[config.mk]
export PLATFORM = sky130hd
export DESIGN_NAME = tds_ram
export DESIGN_NICKNAME = d
export VERILOG_FILES = /design/src/rtl/tds_pkg.sv /design/src/rtl/tds_ram.sv
export SDC_FILE = /design/constraint.sdc
export NUM_CORES = 2
export LEC_CHECK = 0
export BUFFER_PORTS_ARGS = -buffer_cell sky130_fd_sc_hd__buf_2
export CAP_MARGIN = 15
export CORE_MARGIN = 1.5
export CORE_UTILIZATION = 40
export CTS_CLUSTER_SIZE = 8
export DETAILED_ROUTE_END_ITERATION = 7
export GPL_ROUTABILITY_DRIVEN = 0
export PLACE_DENSITY = 0.68
export SYNTH_ARGS = -nofsm -noshare
export SYNTH_HDL_FRONTEND = slang
export SYNTH_SLANG_ARGS = --single-unit
[constraint.sdc]
create_clock -name aclk -period 3.45 [get_ports aclk]
set_input_delay 0.345 -clock aclk [delete_from_list [all_inputs] [get_ports aclk]]
set_output_delay 0.345 -clock aclk [all_outputs]
set_load 0.01 [all_outputs]
[src/rtl/tds_pkg.sv]
package tds_pkg;

    localparam int DATA_W       = 32;
    localparam int IDX_W        = 6;
    localparam int MAX_ROWS_DEF = 64;
    localparam int FRAC_DEF     = 16;

    typedef enum logic [3:0] {
        ST_IDLE,
        ST_RD,
        ST_MUL1,
        ST_MUL1_W,
        ST_MUL2,
        ST_MUL2_W,
        ST_DIVP,
        ST_DIVP_W,
        ST_DIVQ,
        ST_DIVQ_W,
        ST_WR,
        ST_EMIT,
        ST_BRD,
        ST_BMUL,
        ST_BMUL_W
    } state_t;

    // clamp a sum that has grown by one bit back into the data range
    function automatic logic [DATA_W-1:0] sat_add(input logic [DATA_W:0] s);
        logic [DATA_W-1:0] r;
        if (s[DATA_W] == s[DATA_W-1]) begin
            r = s[DATA_W-1:0];
        end else if (s[DATA_W]) begin
            r = {1'b1, {(DATA_W-1){1'b0}}};
        end else begin
            r = {1'b0, {(DATA_W-1){1'b1}}};
        end
        return r;
    endfunction

endpackage

[src/rtl/tds_ram.sv]
module tds_ram #(
    parameter int WIDTH = tds_pkg::DATA_W,
    parameter int DEPTH = tds_pkg::MAX_ROWS_DEF
) (
    input  logic                     aclk,
    input  logic                     we,
    input  logic [$clog2(DEPTH)-1:0] waddr,
    input  logic [WIDTH-1:0]         wdata,
    input  logic [$clog2(DEPTH)-1:0] raddr,
    output logic [WIDTH-1:0]         rdata
);

    logic [WIDTH-1:0] mem [DEPTH];

    always_ff @(posedge aclk) begin
        if (we) begin
            mem[waddr] <= wdata;
        end
        rdata <= mem[raddr];
    end

endmodule

==> out/qor.yml <==
crit_path_max_incr_delay_ns: 0.67
finalPower_mw: 57.3
path_cells: "buf_8 > buf_12 > buf_12 > buf_4 > mux4_2 > mux4_2 > o22ai_1 > nor2_1"
fmax_mhz: 381
via_per_inst: 5.86
fin_hold_ws_ns: -0.00401
critical_path_class: "input pin to flip-flop"
syn-num-nets: 3370
layout.nets: 3832
r2r-end: "rdata[28]$_DFF_P_"
grt_pass1_wl_um: 291000
max-slew-margin-rel: 0.223
yosysTopAreaCell: "edfxtp_1"
cts.clk_slew.worst_paths_ns: 0.05
final_util: 0.478
tightest_slew_ns: 1.17
grt-ovfl-total: 0
place_inst: 6070
wl_um: 205000
crit_required_ns: 4.18
rsz0062_at_grt: "no"
h-tree-depth: 5
finalSetupViolations: 0
finalHoldViolCount: 2
rr_worst_depth: 4
dp_hpwl_um: 116000
dr.pass1.iters: 8
cts_tree: "done"
ir_drop_uv: 422
cts_buffers: 310
synthCells: 3324
drt_iter0_drc: 4632
cts_resized: 0
port_buffers: 77
fin_crit_sh: 0.761
violations: "hold timing"
cp_max_fo: 36
status: "finished with violations"
fin_setup_tns_ns: 0
vias: 38308
wl_per_cell_um: 31.3
slew_violations: 0
timing.rr.start: "mem[63][28]$_DFFE_PP_"
start_kind: "input pin"
drc_errors: 0
critPathArrivalTime_ns: 3.36
ant_nets: 0
yosys_warnings: 0
grt_max_degree: 65
clock_sinks: 2080
slowest_stage: "o22ai_1"
end_kind: "flip-flop"
drive_gt1_frac: 0.322
netlist_area_um2: 78500
coreArea_um2: 195000
clk_latency_ns: 0.91
maxCapViolations: 0
cp-startpoint: "raddr[0]"
synthDistinctLibCells: 34
min_period_ns: 2.63
gr-usage-all-layers: 0.206
leakagePower_nw: 29.3
syn_avg_cell_area_um2: 23.6
ys_ff_latch: 2080
grt_pass1_vias: 39399
rows: 162
die_x_um: 446
ctsRootBufferMaster: "clkbuf_16"
antenna_found_initial: 18
die_h_um: 446
ys_top_cells_by_area: "edfxtp_1 78%, mux4_2 16%, mux2i_1 1.2%"
p_per_area_nw_per_um2: 615
syn_to_final_growth_pct: 18.6
synth_seq_area_share: 0.791
r2r_slack_ns: 1.10
synth_top_area_frac: 0.783
finalNonFillerCells: 6535
clockBufferDepth: 4
io_pins: 78
skew_ns: 0.0693
hold_class: "input pin to flip-flop"
start_util: 0.403
die_area_um2: 199000
crit_end: "rdata[28]$_DFF_P_"
cell families after synthesis:
group,count (synthesis),share of synthesized area
mux,637,0.168
compound gates,202,0.0167
buf+inv,182,0.0113
simple gates,223,0.0127
flops,2080,0.791
cell usage in the layout, fill, tap and decap left out, types with 62 or more instances in the layout:
cell type  synthesis  routed
buf_4             25     166
edfxtp_1        2048    2048
buf_2             57      73
nor2_1           137      75
nor2_4             0      62
buf_12             0      73
mux2i_1           93      93
o22ai_1           84      84
clkbuf_16          0     316
mux4_2           544     544
clkbuf_1          74     100
a21oi_1           62      62
final cells by class:
cell class | count | area, µm²
Antenna cell | 11 | 27.5
Clock buffer | 416 | 8280
Clock inverter | 10 | 97.6
Fill cell | 15437 | 102000
Multi-Input combinational cell | 1062 | 16000
Sequential cell | 2080 | 62100
Tap cell | 2624 | 3280
Timing Repair Buffer | 332 | 3310
power breakdown:
group / internal [mW] / switching (mW)
logic: 1.06 / 1.62
registers: 28.0 / 0.162
clock network: 16.4 / 10.0
total: 45.5 / 11.8
metrics by stage:
stage	instance area, µm²	setup WS (ns)
floorplan	78500	0.453
global placement	84300	-0.126
detailed placement	84300	-0.166
CTS	92700	0.782
global route	93100	0.798
finish	93100	0.825
repair_timing:
action                                 CTS  global route
endpoints found under the hold margin   15           163
buffers inserted                         0             0
hold buffers                             4            11
routing by layer:
| layer | routed length [µm] | track usage |
|---|---|---|
| met1 | 77200 | 0.275 |
| met2 | 99100 | 0.330 |
| met3 | 20100 | 0.0433 |
| met4 | 8260 | 0.0859 |
| met5 | 75 | 0 |
worst min-delay path by stage:
stage	from	endpoint	cells past startpoint	slack (ns)
floorplan	wdata[0]	mem[0][0]$_DFFE_PP_	0	0.44
global placement	mem[28][20]$_DFFE_PP_	rdata[20]$_DFF_P_	4	0.75
detailed placement	mem[28][17]$_DFFE_PP_	rdata[17]$_DFF_P_	4	0.75
CTS	wdata[15]	mem[19][15]$_DFFE_PP_	1	0.004
global route	wdata[25]	mem[28][25]$_DFFE_PP_	1	0.02
finish	wdata[25]	mem[25][25]$_DFFE_PP_	1	-0.004
registers in the layout (all words and copies together) (netlist names):
name and flops:
mem 2048, rdata 32
Yosys cell counts:
library cell	instances
a21oi_1	62
a22oi_1	12
a311oi_1	8
a31oi_1	1
a41o_1	4
and2_1	2
and3_1	4
buf_1	21
buf_2	57
buf_4	25
buf_6	5
clkbuf_1	74
dfxtp_1	32
edfxtp_1	2048
mux2i_1	93
mux4_2	544
nand2_1	26
nand2b_1	8
nand3_1	5
nand3b_1	5
nand4_1	2
nand4b_1	1
nor2_1	137
nor2b_1	15
nor3_1	7
o221ai_1	27
o22ai_1	84
o32ai_1	4
or2_0	1
or2_1	1
or2_2	1
or3_1	3
or3b_1	2
or3b_2	3
worst max-delay path: cells and delay by family:
| kind | cells | cell delay (ns) |
|---|---|---|
| compound gates | 1 | 0.67 |
| simple gates | 1 | 0.15 |
| buf+inv | 4 | 1.07 |
| mux | 2 | 1.01 |
No activity file was read; power rests on OpenSTA's default activity.
