===== src/rtl/tds_pkg.sv =====
package tds_pkg;

    localparam int DATA_W       = 32;
    localparam int IDX_W        = 6;
    localparam int MAX_ROWS_DEF = 64;
    localparam int FRAC_DEF     = 16;

    typedef enum logic [3:0] {
        ST_IDLE,
        ST_RD,
        ST_MUL1,
        ST_MUL1_W,
        ST_MUL2,
        ST_MUL2_W,
        ST_DIVP,
        ST_DIVP_W,
        ST_DIVQ,
        ST_DIVQ_W,
        ST_WR,
        ST_EMIT,
        ST_BRD,
        ST_BMUL,
        ST_BMUL_W
    } state_t;

    // clamp a sum that has grown by one bit back into the data range
    function automatic logic [DATA_W-1:0] sat_add(input logic [DATA_W:0] s);
        logic [DATA_W-1:0] r;
        if (s[DATA_W] == s[DATA_W-1]) begin
            r = s[DATA_W-1:0];
        end else if (s[DATA_W]) begin
            r = {1'b1, {(DATA_W-1){1'b0}}};
        end else begin
            r = {1'b0, {(DATA_W-1){1'b1}}};
        end
        return r;
    endfunction

endpackage


===== src/rtl/tds_div.sv =====
module tds_div #(
    parameter int FRAC_BITS = tds_pkg::FRAC_DEF
) (
    input  logic                        aclk,
    input  logic                        aresetn,
    input  logic                        start,
    input  logic [tds_pkg::DATA_W-1:0]  num_mag,
    input  logic                        num_neg,
    input  logic [tds_pkg::DATA_W-1:0]  den,
    output logic                        done,
    output logic [tds_pkg::DATA_W-1:0]  result
);

    localparam int DW    = tds_pkg::DATA_W;
    localparam int NW    = DW + 1 + FRAC_BITS;
    localparam int CNT_W = $clog2(NW + 1);

    logic [DW-1:0]    dm_reg, dm_next;
    logic [NW-1:0]    n_reg, n_next;
    logic [DW-1:0]    rem_reg, rem_next;
    logic             neg_reg, neg_next;
    logic             zero_reg, zero_next;
    logic [CNT_W-1:0] cnt_reg, cnt_next;
    logic             busy_reg, busy_next;
    logic             fin_reg, fin_next;
    logic             done_reg, done_next;
    logic [DW-1:0]    res_reg, res_next;

    logic [DW-1:0] dmag;
    logic [DW:0]   trial;
    logic          qbit;
    logic          big;
    logic [DW-1:0] mag;

    always_comb begin
        dm_next   = dm_reg;
        n_next    = n_reg;
        rem_next  = rem_reg;
        neg_next  = neg_reg;
        zero_next = zero_reg;
        cnt_next  = cnt_reg;
        busy_next = busy_reg;
        fin_next  = 1'b0;
        done_next = 1'b0;
        res_next  = res_reg;
        dmag  = den[DW-1] ? DW'(-den) : den;
        trial = {rem_reg, n_reg[NW-1]};
        qbit  = trial >= {1'b0, dm_reg};
        big   = (|n_reg[NW-1:DW]) || (n_reg[DW-1] && (|n_reg[DW-2:0]));
        mag   = big ? {1'b1, {(DW-1){1'b0}}} : n_reg[DW-1:0];
        if (start) begin
            // half the divisor added up front rounds to nearest
            dm_next   = dmag;
            n_next    = NW'({num_mag, {FRAC_BITS{1'b0}}}) + NW'(dmag >> 1);
            rem_next  = '0;
            neg_next  = num_neg ^ den[DW-1];
            zero_next = (den == '0);
            cnt_next  = '0;
            busy_next = 1'b1;
        end else if (busy_reg) begin
            rem_next = qbit ? DW'(trial - {1'b0, dm_reg}) : trial[DW-1:0];
            n_next   = {n_reg[NW-2:0], qbit};
            cnt_next = cnt_reg + 1'b1;
            if (cnt_reg == CNT_W'(NW - 1)) begin
                busy_next = 1'b0;
                fin_next  = 1'b1;
            end
        end else if (fin_reg) begin
            done_next = 1'b1;
            if (zero_reg) begin
                res_next = '0;
            end else if (neg_reg) begin
                res_next = DW'(-mag);
            end else if (mag[DW-1]) begin
                res_next = {1'b0, {(DW-1){1'b1}}};
            end else begin
                res_next = mag;
            end
        end
    end

    always_ff @(posedge aclk) begin
        if (!aresetn) begin
            busy_reg <= 1'b0;
            fin_reg  <= 1'b0;
            done_reg <= 1'b0;
            cnt_reg  <= '0;
        end else begin
            busy_reg <= busy_next;
            fin_reg  <= fin_next;
            done_reg <= done_next;
            cnt_reg  <= cnt_next;
        end
        dm_reg   <= dm_next;
        n_reg    <= n_next;
        rem_reg  <= rem_next;
        neg_reg  <= neg_next;
        zero_reg <= zero_next;
        res_reg  <= res_next;
    end

    assign done   = done_reg;
    assign result = res_reg;

endmodule


===== config.mk =====
export PLATFORM = sky130hd
export DESIGN_NAME = tds_div
export DESIGN_NICKNAME = d
export VERILOG_FILES = /design/src/rtl/tds_pkg.sv /design/src/rtl/tds_div.sv
export SDC_FILE = /design/constraint.sdc
export NUM_CORES = 1
export LEC_CHECK = 0
export ABC_AREA = 0
export BUFFER_PORTS_ARGS = -buffer_cell sky130_fd_sc_hd__buf_2
export CAP_MARGIN = 20
export CORE_ASPECT_RATIO = 1.75
export CORE_MARGIN = 5
export CORE_UTILIZATION = 25
export DETAILED_ROUTE_END_ITERATION = 12
export PLACE_DENSITY_LB_ADDON = 0.3
export RECOVER_POWER = 100
export SLEW_MARGIN = 20
export SYNTH_ARGS = -nofsm -noshare
export SYNTH_HDL_FRONTEND = slang
export SYNTH_SLANG_ARGS = --single-unit

===== constraint.sdc =====
create_clock -name aclk -period 13.25 [get_ports aclk]
set_input_delay 1.325 -clock aclk [delete_from_list [all_inputs] [get_ports aclk]]
set_output_delay 1.325 -clock aclk [all_outputs]
set_load 0.01 [all_outputs]

==> results of run 1 <==
## synthesized netlist by cell type, types with 6 or more instances
| master | number |
|---|---|
| nand2_1 | 116 |
| edfxtp_1 | 115 |
| nor2_1 | 99 |
| a21oi_1 | 86 |
| xnor2_1 | 68 |
| inv_1 | 59 |
| o21ai_0 | 53 |
| ha_1 | 51 |
| clkbuf_1 | 44 |
| dfxtp_1 | 41 |
| mux2_2 | 30 |
| xor2_1 | 30 |
| a311oi_1 | 29 |
| nand3_1 | 28 |
| a21o_1 | 24 |
| nand4_1 | 23 |
| nor3_1 | 18 |
| nand2b_1 | 14 |
| o31ai_1 | 14 |
| or3_1 | 13 |
| o211ai_1 | 12 |
| a31oi_1 | 11 |
| and3_1 | 11 |
| mux2i_1 | 10 |
| nor2b_1 | 9 |
| nor4_1 | 9 |
| a211oi_1 | 8 |
| a32oi_1 | 8 |
| buf_2 | 8 |
| o21bai_1 | 8 |
| or4_1 | 8 |
| o21a_1 | 7 |
| and2_1 | 6 |
| o41ai_1 | 6 |
## per-stage QoR
| stage | std cells | util |
|---|---|---|
| finish | 1804 | 0.287 |
| global route | 1803 | 0.287 |
| global placement | 1766 | 0.276 |
| CTS | 1798 | 0.289 |
| detailed placement | 1766 | 0.276 |
| floorplan | 1150 | - |
## logic make-up (layout without fill, tap and decap cells)
logic type               Yosys count  count (layout)  synth area share
buffers and inverters            115             203            0.0427
flip-flops                       156             156             0.403
AND/OR/NAND/NOR                  378             378             0.173
other                              0               5                 0
adder cells (fa/ha/maj)           53              53            0.0639
multiplexers                      40              40            0.0412
XOR/XNOR                          98              98            0.0808
AO/OA/AOI/OAI                    310             310             0.196
## worst reg2reg max path: stages, from the launching register on
cell	delay (ns)
edfxtp_1	0.45
or4_1	0.60
nor4_1	0.91
nand4_1	0.36
a21oi_2	0.22
clkbuf_1	1.09
nand2_1	0.22
ha_1	0.45
nand3b_1	0.23
or3_1	0.21
or3_1	0.23
o21ai_0	0.29
nand2_1	0.17
a221oi_1	0.09
a311oi_1	0.52
## power groups by stage
stage          logic, µW  registers [µW]  clock network (µW)
6_report             321             616                 480
5_1_grt              354             621                 511
4_1_cts              322             616                 495
3_5_place_dp         319             626                   0
3_3_place_gp         319             626                   0
2_1_floorplan        233             608                   0
## per-layer routing
metal,routed length (µm),global-route usage
met1,12600,0.144
met5,20,0
met2,18100,0.262
met3,894,0.0218
met4,1740,0.0847
## worst max-delay path by stage
stage | from | to | slack, ns
5_1_grt | start | n_reg[7] | 6.43
2_1_floorplan | den[3] | n_reg[40] | 8.02
3_5_place_dp | den[3] | n_reg[40] | 7.33
3_3_place_gp | den[3] | n_reg[40] | 7.40
6_report | start | n_reg[4] | 6.89
4_1_cts | den[3] | n_reg[40] | 7.79
## cell type report
| cell class | count | area [µm²] | area share |
|---|---|---|---|
| antenna | 5 | 12.5 | 0.00103 |
| clock buffer | 19 | 475 | 0.0392 |
| clock inverter | 13 | 87.6 | 0.00722 |
| inverter | 59 | 221 | 0.0183 |
| multi-input combinational | 879 | 5830 | 0.481 |
| sequential | 156 | 4270 | 0.353 |
| tap | 561 | 702 | 0.0579 |
| timing repair buffer | 112 | 522 | 0.0430 |
==> flow_results.org, run 1 <==
** Drt
- Number of optimization iterations in the first detailed-route pass :: 6
- Routed Wire Length :: 33.4 mm
- Post-detailed-route DRC marker count :: 0
- Average via count per standard cell :: slightly above 5
- Number of nets with antenna violations after routing :: 0
- 1st-iter DRT viols :: 509
- Total number of vias :: around 9,100
- Routed wire length per instance :: 18.5 µm

** Cells and area
- The register with the most flip-flops in the layout has 49 of them.
- # fillers :: 4,616
- Leaving out fill and tap cells, the most frequent cell in the layout is nand2_1.
- Final design area excluding fillers :: approximately 12,000 µm²
- In the layout the commonest cells are nand2_1 (116), edfxtp_1 (115), nor2_1 (99).
- At the end of the flow, the number of nets in the layout was 1,346.
- The area growth from synthesis to layout is 14.2%.
- Fraction of layout cells with a size suffix above 1 :: 0.110

** GRT
- The via count of the first global-routing pass was around 9,300.
- Wire length of the first global-routing pass :: 51.1 mm
- Across every metal layer, demand over resource in global routing totals 0.139.
- Entering global routing, the biggest net connects ~80 pins.
- Overflow left after global routing :: 0
- Number of antenna violations at the first check in global routing :: 5

** Critical path
- Cell depth of the worst setup path :: 5
- Startpoint kind of the worst setup timing path :: input port
- Counting cells, the worst reg-to-reg path comes to 14.
- Worst-path cell with the longest stage delay :: clkbuf_1
- Required @ worst endpoint :: 13.28 ns
- By instance count, the cell type seen most on the critical path is clkbuf_1.
- The startpoint identified for the worst register-to-register timing path is n_reg[0].
- Together, buffers and inverters on the worst path number 4.
- In this run the critical register-to-register path is captured at result[14].
- The signal on the critical path passes through clkbuf_1 > nor2_1 > clkbuf_1 > inv_1 > clkbuf_1.
- The critical path in this run is classified as in -> reg.
- Top Family by Delay on Critical Path :: buffers and inverters
- For flop-to-flop paths, the worst setup slack is 6.97 ns.
- Peak fanout along the critical path :: 52
- The worst setup path is captured at a flip-flop.
- Highest cell delay on the worst timing path :: around 1.8 ns
- Arrival time at the worst endpoint :: around 6.4 ns

** Synth
- Each instance of the synthesized netlist takes up on average 9.23 µm².
- Sorting the synthesized cells by area gives the leading types as edfxtp_1 (33%), dfxtp_1 (7.7%), ha_1 (6.0%).
- Distinct cell type count after synthesis :: 73
- Leading area contributor after synthesis :: edfxtp_1
- Syn nets :: 1,271
- Number of enable flip-flop cells after synthesis :: about 120
- In this run, synthesis produced a sequential element count of 156.
- Fraction of post-synthesis cell area in the top cell type by area :: 0.325
- The mapped netlist covers 10,600 µm².
- Counting every instance in the synthesized netlist gives 1,150.
- The most used flip-flop cell after synthesis is edfxtp_1.
- Sequential fraction of the synthesis area :: 0.403
- For this run, asynchronously set or reset flops after synthesis account for 0.
- The Yosys step of the flow raised 0 warnings.

** Place
- Worst setup slack before clock tree synthesis :: approximately 7.3 ns
- Count of input and output buffers :: 100
- Final weighted congestion in routability-driven placement :: 0.895
- Hpwl dp :: 25.7 mm
- Once placement finished, the instance area stood at 11,700 µm².

** Power and ir drop
- The share of total power dissipated in sequential elements is 0.435.
- Power comes to 1420 µW.
- Power Internal :: 969 µW
- Summed over all cells, the static leakage comes to 0.00450 µW.
- Power spent charging and discharging nets :: 447 µW
- Total power density per cell area :: roughly 120 nW/µm²
- The share of total power dissipated in the clock network is 0.339.
- Across the VDD grid, the largest voltage drop is around 0.081 mV.
- Of the total power, the share spent switching nets is 0.316.
- Fraction of power consumed by combinational cells :: 0.226

** STA
- Worst Setup Slack, final :: between 6 and 7 ns
- Across the routed clock network, the largest skew measured is between 0.015 and 0.02 ns.
- Adding up every negative setup slack in the final design gives 0 ns.
- Maximum clock frequency :: 157 MHz
- Post-route fraction of the period consumed by the critical path :: 0.480
- Setup repair after global routing left no endpoint under its margin.
- Measured against its own limit, the worst slew margin works out to -1.34.
- For the pin with the worst max-slew slack, the measured transition is 3.51 ns.
- Setup violations remaining at the end of the flow were counted as 0.
- The number of endpoints with negative hold slack in the final report was 0.
- Number of max-slew violations in the final report :: ~240
- Hold Slack :: 0.486 ns
- Final worst path period need :: 6.36 ns

** Clocking
- The H-tree was split into 4 levels.
- Cts bufs inserted :: 17
- The number of gates resized after CTS was 0.
- Number of buffers on the longest clock path :: 2
- Total clock sinks :: ~160
- Post-CTS timing repair inserted 0 buffers for setup.
- CTS Root Cell :: clkbuf_16
- After clock tree synthesis, the clock-pin slew on the worst setup and hold paths is roughly 0.070 ns.
- CTS tree :: done
- Number of buffers inserted by hold repair at cts :: 0
- Clock latency on the worst-skew pair, taken at its later pin, is 0.45 ns.

** Floorplanning
- For this design the top-level I/O count stands at roughly 100.
- Die Span X :: 166 µm
- CORE AREA :: 42,300 µm²
- Vertical extent of the die :: 283 µm
- Number of cell rows :: 100
- For this configuration, the core starts out at a cell density of 0.251.
- The die covers 46,800 µm².

** Status
- Violated checks :: max-capacitance violations, max-slew violations
- The run finished, with violations left.

** Worst hold path
- Along the worst hold path, the cell count comes to 2.
- Worst-case hold path end point :: rem_reg[31]
- In this run the most critical hold path is launched from rem_reg[31].
- Worst min-delay path category :: reg -> reg

** Run
- The tool flagged a number of max-cap violations equal to 5.
Note: power is estimated with default switching activity, not from simulation.
==> run 2, diff against run 1 <==
- ABC_AREA: 0 -> 1
- clock period: 13.25 -> 6.3 ns (I/O delays scaled with it)
==> flow_results.org, run 2 <==
** Clocking
- The root buffer cell chosen for the clock tree is clkbuf_16.
- The buffer levels on the longest clock path is 2 (unchanged).
- Number of buffers inserted by hold repair at cts :: 0 (unchanged)
- The number of clock sinks came to 156 (unchanged).
- CTS tree :: done
- Number of H-tree levels :: 4 (unchanged)
- Count of instances resized after the clock tree is built :: 0 (unchanged)
- Clock slew at the register clock pins of the worst setup and hold paths :: 0.06 ns (about the same)
- The number of buffers created by CTS is 17 (unchanged).
- The clock network latency to the later pin of the worst-skew pair is 0.45 ns (about the same).
- Post-CTS repair timing setup buffer count :: 0 (unchanged)

** Floorplanning
- The standard-cell row count is 102 (+2.0%).
- CORE AREA :: 44,300 µm² (+4.7%)
- The die span in x is 170 µm (+2.5%).
- Number of I/O pins :: 101 (unchanged)
- The floorplan die height was 290 µm (+2.6%).
- Effective utilization at floorplan :: 0.253 (+0.00183)
- The area of the die is 49,300 µm² (+5.2%).

** STA
- Worst clock skew :: 0.0149 ns (-0.00239 ns)
- Final worst path period need :: ~4.9 ns
- Relative slew margins :: -1.11 (+0.222)
- Number of max-slew violations in the final report :: 211 (-11%)
- The transition time at the pin with the least slew margin was 3.17 ns (-0.333 ns).
- Endpoints failing setup :: 0 (unchanged)
- Post-route fraction of the period consumed by the critical path :: 0.774
- Summed negative setup slack over all endpoints :: 0 ns (unchanged)
- Fin. Hold Viols :: 0 (unchanged)
- Maximum clock frequency :: 205 MHz
- RSZ-0062 raised after global routing :: false

** Cells and area
- Most common cell after layout, fill and taps aside :: nand2_1
- Commonest cells after routing, fill and taps aside :: nand2_1 (414), inv_1 (168), nor2_1 (160)
- Final design area excluding fillers :: 12,700 µm² (+5.0%)
- The number of flip-flops in the largest register came to 49 (unchanged).
- Sequential standard cell area :: 4270 µm² (unchanged)
- # fillers :: 4,818 (+4.4%)
- From synthesis to final layout, the design area changed by 13.6%.
- The area of the multi-input gates is 6010 µm² (+3.2%).
- Fraction of layout cells with a size suffix above 1 :: 0.0747 (-0.0351)
- The final layout net count is 1,727 (+28%).
- Final instance count without filler cells :: 2,193 (+22%)

** GRT
- The total grt overflow was 0 (unchanged).
- The global routing usage summed across all routing layers is 0.153 (+0.0143).
- Number of global-route vias before repair :: 10,889 (+18%)
- The first-pass GRT wire length came to 59.0 mm (+15%).
- The initial antenna violation count was 5 (unchanged).
- The pin count of the biggest net entering global routing was 63 (-19%).

** Power and ir drop
- Power Internal :: 1940 µW (+100%)
- The share of power burned in combinational logic came to 0.170 (-0.056).
- The portion of total power attributed to sequential cells came to 0.456 (+0.021).
- Sw Ratio :: 0.311 (-0.00492)
- Total power density per cell area :: 221 nW/µm² (+89%)
- The worst voltage drop across the vdd grid was 0.156 mV (+92%).
- The net switching component of the power came to 875 µW (+96%).
- The clock group share of total power came to 0.374 (+0.035).
- Static Leakage :: 0.00564 µW (+25%)

** Synth
- Ys Warns :: 0 (unchanged)
- Leading area contributor after synthesis :: edfxtp_1
- For this run, the leading register cell type out of synthesis is edfxtp_1.
- Number of instances in the synthesized netlist :: 1,523 (+32%)
- nand2_1 is the most common cell in the netlist.
- Sequential fraction of the synthesis area :: 0.382 (-0.0209)
- The commonest cells after synthesis are nand2_1 (408), inv_1 (169), nor2_1 (159).
- The post-synth net total is 1,644 (+29%).
- Mapped cell area :: 11,200 µm² (+5.5%)
- Cell types occupying the most area after synthesis :: edfxtp_1 (31%), nand2_1 (14%), dfxtp_1 (7.3%)
- The number of enable flip-flop cells after synthesis was 115 (unchanged).
- The flop and latch count out of synthesis was 156 (unchanged).
- Distinct cell type count after synthesis :: 50 (-32%)
- Async set-or-reset flop fraction in the synthesized netlist :: 0 (unchanged)
- Avg Cell Area, Syn :: 7.35 µm² (-20%)
- The area share of the largest cell type after synthesis was 0.308 (-0.0169).

** Drt
- Met1 Wirelength :: 13.7 mm (+8.2%)
- Post-detailed-route DRC marker count :: 0 (unchanged)
- The wire length on met3 came to 1.11 mm (+24%).
- The met2 wire length is 20.4 mm (+13%).
- Routed Wire Length :: 38.0 mm (+14%)
- Total number of vias :: 10,559 (+16%)
- Routed wire length per instance :: 17.3 µm (-6.4%)
- Signal routing reaches up to met5.
- Average via count per standard cell :: 4.81 (-4.7%)
- Number of optimization iterations in the first detailed-route pass :: 5 (-1)
- 1st-iter DRT viols :: 666 (+31%)
- The antenna violation net count after detailed routing is 0 (unchanged).

** Critical path
- STA classifies the critical path startpoint as an input port.
- CP most frequent cell :: clkbuf_1
- By startpoint and endpoint, the worst setup path is classified as in -> reg.
- Type of element capturing the critical path :: flip-flop
- Cell-by-cell trace of the critical path :: clkbuf_1 > nor2_4 > clkbuf_1 > clkinv_1 > clkbuf_1 > nor2_2 > buf_4
- The stage delay of the slowest cell on the critical path was 1.35 ns (-0.49 ns).
- Required @ worst endpoint :: 6.40 ns (-6.88 ns)
- The slowest stage of the critical path belongs to the cell clkbuf_1.
- The worst-path maximum fanout was 51 (-1.9%).
- The arrival time reported for the critical path endpoint came to 4.98 ns (-1.40 ns).

** Status
- Violated checks :: max-capacitance violations, max-slew violations
- The run finished, with violations left.

** Place
- Hpwl dp :: 29.8 mm (+16%)
- The instance area after placement is 12,300 µm² (+5.0%).
- The routability congestion estimate from global placement came to 0.987 (+10%).
- The count of buffers inserted at the top-level ports was 100 (unchanged).
- Count of placed standard cells including taps :: 2,159 (+22%)

** Run
- Max-cap check violation count :: 4 (-1)

** Worst hold path
- The min-delay analysis places its worst path in the category in -> reg.
[run 2: cell count changes after synthesis, sizes merged, moves of 13 or more]
cell | before | now
clkbuf | 44 | 18
nand3 | 28 | 105
or3 | 18 | 1
nand2 | 116 | 420
nand2b | 14 | 0
a311oi | 29 | 0
inv | 59 | 170
buf | 12 | 25
xnor2 | 68 | 29
mux2 | 30 | 0
o21ai | 58 | 103
nor2 | 99 | 165
[run 2: per-stage QoR]
stage	hold WS, ns	util	setup slack [ns]	power, µW
floorplan	0.421	-	2.48	1590
global placement	0.457	0.277	1.68	1780
detailed placement	0.462	0.277	1.61	1780
CTS	0.359	0.290	2.08	2850
global route	0.426	0.287	0.967	2950
finish	0.404	0.287	1.42	2810
[run 2: final cells by class]
| cell class | count | share of cell area |
|---|---|---|
| inverter | 172 | 0.0507 |
| antenna | 2 | 0.000393 |
| multi-input combinational | 1152 | 0.473 |
| tap | 572 | 0.0562 |
| clock inverter | 12 | 0.0109 |
| clock buffer | 20 | 0.0343 |
| timing repair buffer | 107 | 0.0390 |
| sequential | 156 | 0.336 |
[run 2: logic make-up (layout without fill, tap and decap cells)]
family,after synthesis,count (layout),synth area share
buffers and inverters,215,311,0.0784
adder cells (fa/ha/maj),53,53,0.0606
XOR/XNOR,62,62,0.0485
other,0,2,0
AND/OR/NAND/NOR,771,771,0.293
flip-flops,156,156,0.382
AO/OA/AOI/OAI,266,266,0.138
[run 2: routing by layer]
metal  GRT usage  vias to the layer above
met5           0                        -
met4       0.104                        4
met3      0.0242                      119
met2       0.288                      277
met1       0.150                     4886
li1            -                     5273
[run 2: worst max-delay path, delay by kind of cell]
kind / cells / cell delay, ns
buf+inv: 5 / 3.66
simple gates: 2 / 0.58
[run 2: worst paths after layout]
path | start | endpoint | slack [ns] | cells after the start
setup / recovery | start | result[8] | 1.42 | 7
hold / removal | den[0] | dm_reg[0] | 0.40 | 1
hold reg to reg | rem_reg[31] | rem_reg[31] | 0.47 | 2
setup reg to reg | n_reg[48] | result[12] | 1.44 | 15
[run 2: power groups by stage]
stage	Clock, µW	Sequential (µW)	Combinational, µW
finish	1050	1280	477
global route	1120	1290	537
CTS	1080	1280	482
detailed placement	0	1300	478
global placement	0	1300	476
floorplan	0	1260	330
==> run 3, diff against run 2 <==
- clock period: 6.3 -> 4.1 ns (I/O delays scaled with it)
==> flow_results.org, run 3 (synthesized netlist as in run 2, its figures left out) <==
** Status
- The flow ran to the end, but the final reports show violations.
- The checks that failed: max-capacitance violations, max-slew violations.

** STA
- The worst max-slew margin expressed relative to the limit came to -0.306 (+0.809).
- The number of endpoints with negative hold slack in the final report was 0 (unchanged).
- Number of max-slew violations in the final report :: 34 (-84%)
- Final worst path period need :: 3.74 ns
- Based on the critical path, the design can be clocked at up to approximately 270 MHz.
- The final setup skew came to 0.0118 ns (-0.00308 ns).
- Slew at the pin closest to its max-slew limit :: 1.96 ns (-1.21 ns)
- The post-layout worst setup margin came to 0.365 ns (-1.06 ns).
- RSZ-0062 raised after global routing :: false
- The sum of negative setup slack is 0 ns (unchanged).
- Post-route fraction of the period consumed by the critical path :: 0.911
- The final number of setup-violating endpoints came to 0 (unchanged).

** Clocking
- Number of buffers on the longest clock path :: 2 (unchanged)
- The number of buffers added to fix hold violations after cts is 0 (unchanged).
- Cts bufs inserted :: 17 (unchanged)
- The total setup buffers inserted after CTS is 0 (unchanged).
- Number of H-tree levels :: 4 (unchanged)
- The number of clock sinks came to 156 (unchanged).
- TritonCTS built the clock tree.
- The clock network latency to the later pin of the worst-skew pair was 0.45 ns (about the same).
- The clock-pin slew reported for the worst setup and hold paths after clock tree synthesis was 0.07 ns (about the same).
- The tree is rooted in a clkbuf_16.

** Drt
- Average via count per standard cell :: 4.75 (-1.4%)
- The number of design rule violations left after detail routing was 0 (unchanged).
- The final routed wirelength across all metal layers was 38.3 mm (+0.73%).
- Number of nets with antenna violations after routing :: 0 (unchanged)
- The number of iterations in the first detailed-routing pass was 5 (unchanged).
- 1st-iter DRT viols :: 536 (-20%)
- Total number of vias :: 10,667 (+1.0%)
- The routed wirelength normalized by instance count came to 17.0 µm (-1.7%).

** Power and ir drop
- The internal power was 2980 µW (+54%).
- The fraction of power spent switching nets came to 0.316 (+0.00469).
- The ratio of total power to cell area was 332 nW/µm² (+50%).
- The worst voltage drop across the vdd grid was 0.255 mV (+64%).
- The net switching component of the power is 1380 µW (+57%).
- Design Power :: 4360 µW (+55%)
- Fraction of power consumed by sequential logic :: 0.451 (-0.005)
- Clock Power Share :: 0.362 (-0.012)
- Static Leakage :: 0.00592 µW (+4.9%)
- The share of power burned in combinational logic was 0.186 (+0.016).

** Worst hold path
- Worst min-delay path category :: in -> reg
- The worst hold path begins at aresetn.
- The hold path depth was 2 (+1).
- Worst-case hold path end point :: busy_reg

** Run
- Max-cap check violation count :: 1 (-3)

** Place
- Worst setup slack before clock tree synthesis :: -0.155 ns (-1.77 ns)
- The instance area after placement was 12,700 µm² (+3.4%).
- The routability congestion estimate from global placement is 0.979 (-0.83%).
- The final HPWL from detailed placement came to 30.8 mm (+3.3%).
- Count of input and output buffers :: 100 (unchanged)

** Critical path
- The register-to-register setup slack was 0.36 ns (-1.08 ns).
- In this run the critical register-to-register path is captured at result[12].
- The arrival time reported for the critical path endpoint came to 3.91 ns (-1.07 ns).
- The worst-path maximum fanout was 37 (-27%).
- The worst setup path is launched from a flip-flop.
- The worst setup path is of the reg -> reg kind.
- Type of element capturing the critical path :: flip-flop
- The depth of the worst register-to-register path is 15 (unchanged).
- Required @ worst endpoint :: 4.27 ns (-2.13 ns)
- The worst register-to-register path begins at n_reg[48].

** GRT
- The first-pass GRT wire length was 58.3 mm (-1.2%).
- Pin count of the biggest net entering global routing :: 52 (-17%)
- The via count of the first global-routing pass was 10,668 (-2.0%).
- Number of antenna violations at the first check in global routing :: 5 (unchanged)
- The total grt overflow is 0 (unchanged).
- Total Routing Usage GR :: 0.153 (-0.000303)

** Floorplanning
- The core outline area was 44,300 µm² (unchanged).
- Die ar. :: 49,300 µm² (unchanged)
- The standard-cell row count came to 102 (unchanged).
- Vertical extent of the die :: 290 µm (unchanged)
- Number of I/O pins :: 101 (unchanged)
- The die span in x is 170 µm (unchanged).
- Effective utilization at floorplan :: 0.253 (unchanged)

** Cells and area
- The count of fill cells added during filler insertion was 4,829 (+0.23%).
- Max FFs per register :: 49 (unchanged)
- Final design area excluding fillers :: 13,100 µm² (+3.3%)
- Most common cell after layout, fill and taps aside :: nand2_1
- Footprint of the multi-input gates :: 6030 µm² (+0.35%)
- The final layout net count is 1,781 (+3.1%).
- Fraction of layout cells with a size suffix above 1 :: 0.105 (+0.0305)
- The area growth from synthesis to layout is 17.4%.
- Sequential standard cell area :: 4270 µm² (unchanged)
- Commonest cells after routing, fill and taps aside :: nand2_1 (413), inv_1 (169), nor2_1 (160)
==> run 3: layout make-up <==
type	instances	share of cell area
Multi-Input combinational cell	1152	0.459
Clock buffer	18	0.0326
Antenna cell	2	0.000381
Tap cell	572	0.0544
Clock inverter	14	0.0105
Inverter	172	0.0491
Sequential cell	156	0.325
Timing Repair Buffer	161	0.0687
==> run 3: power groups by stage <==
stage,sequential [µW],clock [µW],combinational [µW]
after floorplan,1930,0,507
after global placement,2000,0,821
after detailed placement,2000,0,821
after CTS,1960,1630,829
after global routing,1980,1690,914
final,1970,1580,813
==> run 3: stage by stage <==
| stage | instances | util | hold WS (ns) |
|---|---|---|---|
| floorplan | 1523 | - | 0.421 |
| finish | 2247 | 0.297 | 0.248 |
| CTS | 2245 | 0.299 | 0.221 |
| detailed placement | 2213 | 0.286 | 0.461 |
| global route | 2247 | 0.297 | 0.221 |
| global placement | 2213 | 0.286 | 0.463 |
==> run 3: worst max-delay path: stages, from the launching register on <==
cell	delay, ns
edfxtp_1	0.54
inv_1	0.30
nand3_1	0.12
nor2_1	0.10
nand2_1	0.09
nor2_4	0.19
nand2_1	0.17
nand2_1	0.78
nand2_1	0.22
ha_1	0.27
inv_1	0.08
nor2_1	0.08
nand3_2	0.09
nand2_4	0.12
o21ai_0	0.20
a21oi_1	0.11
==> run 3: worst max-delay path by stage <==
stage,startpoint,endpoint,slack [ns],cells past startpoint
after CTS,den[1],n_reg[47],0.33,25
after floorplan,den[1],n_reg[37],0.50,23
after detailed placement,den[1],n_reg[47],-0.15,25
after global placement,den[3],n_reg[31],-0.12,21
final,n_reg[48],result[12],0.36,15
after global routing,den[1],n_reg[44],0.01,28
==> run 3: timing repair <==
action,CTS,global route
endpoints found under the hold margin,0,0
gates resized for setup,0,2
setup endpoints to repair,0,2
==> run 3: metal layers <==
metal | GRT usage | vias up | part of all wire
met5 | 0 | - | 0.00071
met4 | 0.102 | 4 | 0.067
met3 | 0.0191 | 102 | 0.025
met2 | 0.295 | 222 | 0.55
met1 | 0.147 | 4953 | 0.35
li1 | - | 5386 | -
